==> config.mk <==
export PLATFORM = sky130hd
export DESIGN_NAME = ctp_control
export DESIGN_NICKNAME = d
export VERILOG_FILES = /design/src/rtl/core/ctp_pkg.sv /design/src/rtl/core/ctp_control.sv
export SDC_FILE = /design/constraint.sdc
export NUM_CORES = 1
export LEC_CHECK = 0
export ABC_AREA = 1
export BUFFER_PORTS_ARGS = -buffer_cell sky130_fd_sc_hd__buf_4
export CAP_MARGIN = 25
export CORE_AREA = 2 2 39 41
export CTS_BUF_LIST = sky130_fd_sc_hd__clkbuf_4 sky130_fd_sc_hd__clkbuf_8 sky130_fd_sc_hd__clkbuf_16
export CTS_CLUSTER_SIZE = 25
export DETAILED_ROUTE_END_ITERATION = 10
export DIE_AREA = 0 0 41 43
export PLACE_DENSITY = 0.36
export SYNTH_ARGS = -nofsm -noshare
export SYNTH_HDL_FRONTEND = slang
export SYNTH_SLANG_ARGS = --single-unit
==> constraint.sdc <==
create_clock -name clk -period 3 [get_ports clk]
set_clock_uncertainty 0.2 [all_clocks]
set_input_delay 0.75 -clock clk [delete_from_list [all_inputs] [get_ports clk]]
set_output_delay 0.75 -clock clk [all_outputs]
set_load 0.02 [all_outputs]
==> src/rtl/core/ctp_pkg.sv <==
`default_nettype none
// ----------------------------------------------------------------------------
// ctp_pkg
// Shared constants and command/status types of the task picker.
// ----------------------------------------------------------------------------
package ctp_pkg;
	localparam int MAX_TASKS_DEF  = 16;
	localparam int MAX_ROUNDS_DEF = 4;
	localparam logic [15:0] MIN_WAIT   = 16'd5;
	localparam logic [15:0] FIRST_WAIT = 16'd1;

	localparam logic [1:0] CMD_ADD    = 2'd0;
	localparam logic [1:0] CMD_STOP   = 2'd1;
	localparam logic [1:0] CMD_RESUME = 2'd2;
	localparam logic [1:0] CMD_YIELD  = 2'd3;

	localparam logic [1:0] ST_DONE    = 2'd0;
	localparam logic [1:0] ST_IGNORED = 2'd1;
	localparam logic [1:0] ST_FULL    = 2'd2;
	localparam logic [1:0] ST_NONE    = 2'd3;

	typedef struct packed {
		logic start;    // latch the item, begin decode
		logic pre;      // decode and apply add/stop/resume; yield: record the yielding slot
		logic visit;    // advance the cursor and read the next slot's tables (yield)
		logic judge;    // yield: act on the registered read
		logic finish;   // load the result register
	} ctp_cmd_t;

	typedef struct packed {
		logic       simple;   // command finished at decode
		logic       pick;     // judged slot is eligible
		logic       exhaust;  // walk limit reached
	} ctp_stat_t;
endpackage
`default_nettype wire

==> src/rtl/core/ctp_control.sv <==
`default_nettype none
// ----------------------------------------------------------------------------
// ctp_control
// Sequencer for decode, ring walk and result hand-off.
// ----------------------------------------------------------------------------
module ctp_control import ctp_pkg::*; (
	input  wire logic       clk,
	input  wire logic       arst_n,
	input  wire logic       in_valid,
	output logic            in_stall,
	output logic            out_valid,
	input  wire logic       out_stall,
	input  wire ctp_stat_t  stat,
	output ctp_cmd_t        cmd
);
	localparam logic [2:0] S_IDLE = 3'd0, S_PRE = 3'd1, S_VISIT = 3'd2,
		S_JUDGE = 3'd3, S_FIN = 3'd4;
	logic [2:0] state_q;
	logic done;

	assign in_stall = (state_q != S_IDLE);
	assign cmd.start = in_valid && !in_stall;
	assign cmd.pre = state_q == S_PRE;
	assign cmd.visit = state_q == S_VISIT;
	assign cmd.judge = state_q == S_JUDGE;
	assign cmd.finish = state_q == S_FIN && !(out_valid && out_stall);
	assign done = cmd.finish;

	always_ff @(posedge clk or negedge arst_n) begin
		if (!arst_n) begin
			state_q <= S_IDLE;
			out_valid <= 1'b0;
		end else begin
			if (out_valid && !out_stall) out_valid <= 1'b0;
			if (done) out_valid <= 1'b1;
			unique case (state_q)
				S_IDLE: if (cmd.start) state_q <= S_PRE;
				S_PRE: state_q <= stat.simple ? S_FIN : S_VISIT;
				S_VISIT: state_q <= S_JUDGE;
				S_JUDGE: state_q <= (stat.pick || stat.exhaust) ? S_FIN : S_VISIT;
				S_FIN: if (done) state_q <= S_IDLE;
				default: state_q <= S_IDLE;
			endcase
		end
	end
endmodule
`default_nettype wire

Word level (Yosys, flattened, before mapping) --
Index checks and enable logic that the tools add are counted.
Word-level totals: output and inout bits 7, bits of input ports 7, flip-flop bits (word level) 4, logic and storage cells 27
Cells by class: reduce and logical (&&, ||, !) cells 12, equality and inequality tests 6, mux-type cells 7
Operators by type and width (number):
- 3-bit case mux with 5 select lines | 1
- 3-bit 2-to-1 mux | 4
- 3-bit by 2-bit equality test with 1-bit output, second input constant | 2
- 1-bit logical AND | 4
- 2-bit != test, second input constant | 2
- 3-bit by 1-bit equality test with 1-bit output, second input constant | 1
- 3-bit equality test, second input constant | 1
- 1-bit logical NOT | 3
- 3-bit logical NOT | 1
- 3-bit nonzero test | 1
- 1-bit 2-to-1 mux | 2
- 2-bit AND reduction | 1
- 2-bit nonzero test | 1
- 1-bit logical OR | 1

Logic depth before layout (Yosys ltp) --
depth after elaboration 5, gate-level depth with buffers 4

Worst setup path after synthesis --
No wires, ideal clock.
kind register to output, start point register state_q[1], end point output cmd[4] in the netlist's numbering, arrival time 1076 ps, cell stages (with the launch flop) 4, path slack 974 ps, data required time 2050 ps, cell sequence dfrtp_1 > nor2_1 > nand2_1 > nor2_1
RTL lines:
- from (decl) | RTL line ctp_control.sv:18 | logic [2:0] state_q;
- from (signal assigned) | RTL line ctp_control.sv:38 | S_PRE: state_q <= stat.simple ? S_FIN : S_VISIT;
- from (signal assigned) | RTL line ctp_control.sv:40 | S_JUDGE: state_q <= (stat.pick || stat.exhaust) ? S_FIN : S_VISIT;
- to (decl) | RTL line ctp_control.sv:14 | output ctp_cmd_t cmd

==> implementation parameters <==
Parameter                              Value

Run status
  Status ... complete, no violations

Finish
  Fraction of the core area covered by cells at the end of the flow ... 26.4%
  Area overhead of the layout relative to synthesis ... 57.0%
  Number of fillers in the final layout ... 163
  Fraction of final layout cells sized beyond drive strength 1 ... 34.7%
  Net count reported at finish ... 58
  Diodes inserted ... 0
  Area of combinational cells with multiple inputs ... 98.8 sq um
  Sequential cell area ... 100 sq um

Global route
  Number of global-route vias before repair ... 214
  Global route overflow ... 0
  Maximum number of pins on one net before global-route repair ... 8
  First-pass GRT wire length ... 834 microns
  Initial antenna violation count ... 0
  Overall Global Routing Usage ... 7.65%

Logic synthesis
  Gate count of the mapped netlist ... 34
  Sequential area share after synthesis ... 43.0%
  Xor/xnor share of the synthesized area ... 0%
  Multiplexer share of the synthesized area ... 0%
  Yosys cell types ... 10
  Syn nets ... 41
  Share of the synthesized area in compound gates (AO/OA/AOI/OAI) ... 3.23%
  Async SR Flop Fraction ... 100%
  Cell type with the highest aggregate area in the netlist ... dfrtp_1
  Number of synthesized register bits ... 4
  Post-synth EDFFs ... 0
  Syn. warnings ... 0
  Synthesized-area fraction occupied by adder cells ... 0%
  Leading cell type by number of instances after synthesis ... nand2_1
  Top cell type's share of synthesized area ... 43.0%
  Synthesized area per cell ... 6.84 sq um
  Post-synthesis instance area ... 233 sq um
  Commonest cells post-synth ... nand2_1 (8), inv_1 (7), nor2_1 (6)
  Post-synth top flop ... dfrtp_1
  Combinational family with the most area after synthesis ... simple AND/OR/NAND/NOR gates
  Leading post-synthesis cells by cell area ... dfrtp_1 (43%), nand2_1 (13%), inv_1 (11%)
  Simple-gate share of the synthesized area ... 39.2%

Floorplanning
  Core Footprint ... 1380 sq um
  Standard-cell row count ... 14
  Die Y-Extent ... 43 microns
  Ports ... 14
  Die width ... 41 microns
  Effective utilization at floorplan ... 16.8%
  Die area ... 1760 sq um

STA
  Final Max Tran Viols ... 0
  Relative slew slack ... 85.0%
  Final critical-path share of the clock period ... 72.0%
  Total negative slack for setup checks ... 0 ns
  Fin Hold WS ... 0.102 ns
  Period minus WS final ... 2.16 ns
  Crit path setup slack, layout ... 0.840 ns
  Peak clock frequency supported by timing ... 463 MHz
  # setup viols final ... 0
  Hold Fails Final Rpt ... 0
  Setup repair after global routing missed its margin ... no
  Transition time at the pin with the least slew margin ... 0.225 ns

Routing
  Avg Vias per Cell ... 3.82
  Residual antenna-violating net count after detailed routing ... 0
  Pre-Repair DR Iteration Count ... 2
  Via total after detailed routing ... 248
  Total Wirelength ... 525 microns
  First DRT Iteration DRCs ... 3
  Remaining design rule violation count ... 0
  Detail-routed net length per standard cell ... 8.08 microns

Clock tree
  Clock tree from TritonCTS ... built
  Total clock sinks ... 4
  Clock Root Buffer ... clkbuf_4
  H-tree lvl count ... 1
  Clock Latency Late Sink ... 0.23 ns
  Post-CTS sizing ... 0
  Clock-pin transition on the worst setup and hold timing paths ... 0.04 ns
  Clock tree buffer depth ... 2
  TritonCTS Buffers ... 3
  Post-cts hold buffer count ... 0
  Post-CTS setup repair buffer count ... 0

Power and ir drop
  Worst vdd rail ir drop ... 0.296 mV
  Share of total power in sequential cells ... 29.5%
  Internal power component ... 0.203 mW
  Cell leakage power ... 0.218 nW
  Clock network power share ... 18.0%
  Switching power share of the total ... 45.0%
  Switching pwr ... 0.166 mW
  Power density over the cells ... 1010 nW/um^2
  Pwr Total ... 0.369 mW
  Logic pwr share ... 52.5%

Worst setup path
  Required time of the critical path ... 2.05 ns
  Cell at the slowest stage of the critical path ... buf_4
  Data arrival time of the critical path ... 1.21 ns
  Worst Setup Start Kind ... primary input
  Most used cell along the critical path ... buf_4
  Type of destination of the critical path ... primary output
  CP max FO ... 2
  Setup Crit Path Kind ... primary input to primary output
  Chain of cells forming the critical path ... buf_4 > nand2_1 > inv_1 > nor2_1 > buf_4
  Slowest cell delay on critical path ... 0.14 ns

Placement
  Port Buffers ... 13
  Post-DP HPWL ... 424 microns
  Pre-CTS WS ... 0.831 ns
  RD Place Congestion ... 0.618

Job
  Max cap viols ... 0

Min path
  HP Class ... primary input to asynchronous set/reset pin
==> area by class of cell <==
type,instances,share of cell area (%)
flip-flops and latches,4,27.4
multi-input cells,22,27.1
repair buffers,13,26.7
inverters,7,7.19
clock buffers,3,6.16
well taps,16,5.48
==> state kept, by name, indices dropped and copies added, names as in the netlist <==
name,count
state_q,3
out_valid,1
==> cell usage in the layout (no fill, tap or decap) <==
| cell | n |
|---|---|
| buf_4 | 13 |
| clkbuf_4 | 3 |
| dfrtp_1 | 4 |
| inv_1 | 7 |
| nand2_1 | 8 |
| nand3_1 | 4 |
| nand3b_1 | 1 |
| nor2_1 | 6 |
| nor2_2 | 1 |
| nor3_1 | 1 |
| o211ai_1 | 1 |
==> final timing paths <==
kind	startpoint	end	slack [ns]	depth (start not counted)
worst min-delay path	arst_n	out_valid	0.10	1
worst min register to register	out_valid	out_valid	0.30	2
worst max-delay path	out_stall	cmd[0]	0.84	5
worst max register to register	state_q[1]	state_q[2]	1.93	3
max in group asynchronous	arst_n	state_q[1]	2.40	1
min in group clk	out_valid	out_valid	0.30	2
==> layer usage <==
layer  global-route usage [%]  share of wire [%]
met2                     9.06                 47
met3                     6.28                9.5
met1                     9.39                 43
met5                        0                  0
met4                     4.00                  0
==> cell families (layout without fill, tap and decap cells) <==
kind of cell,count (synthesis),after routing
flip-flops,4,4
AND/OR/NAND/NOR,21,21
buffers and inverters,8,23
AO/OA/AOI/OAI,1,1
==> stage by stage <==
stage                     std cells  area [sq um]
after floorplan                  34           233
after global placement           62           343
after detailed placement         62           343
after CTS                        65           365
after global routing             65           365
final                            65           365
==> critical path, delay by kind of cell <==
family / cells / cell delay (ns)
buffers and inverters: 3 / 0.29
AND/OR/NAND/NOR: 2 / 0.16
==> power by group through the flow <==
stage	logic (mW)	clock network, mW	registers (mW)
6_report	0.193	0.0664	0.109
5_1_grt	0.212	0.0747	0.115
4_1_cts	0.197	0.0690	0.111
3_5_place_dp	0.197	0	0.111
3_3_place_gp	0.199	0	0.112
2_1_floorplan	0.123	0	0.105
Power figures use the tool's default switching activity.
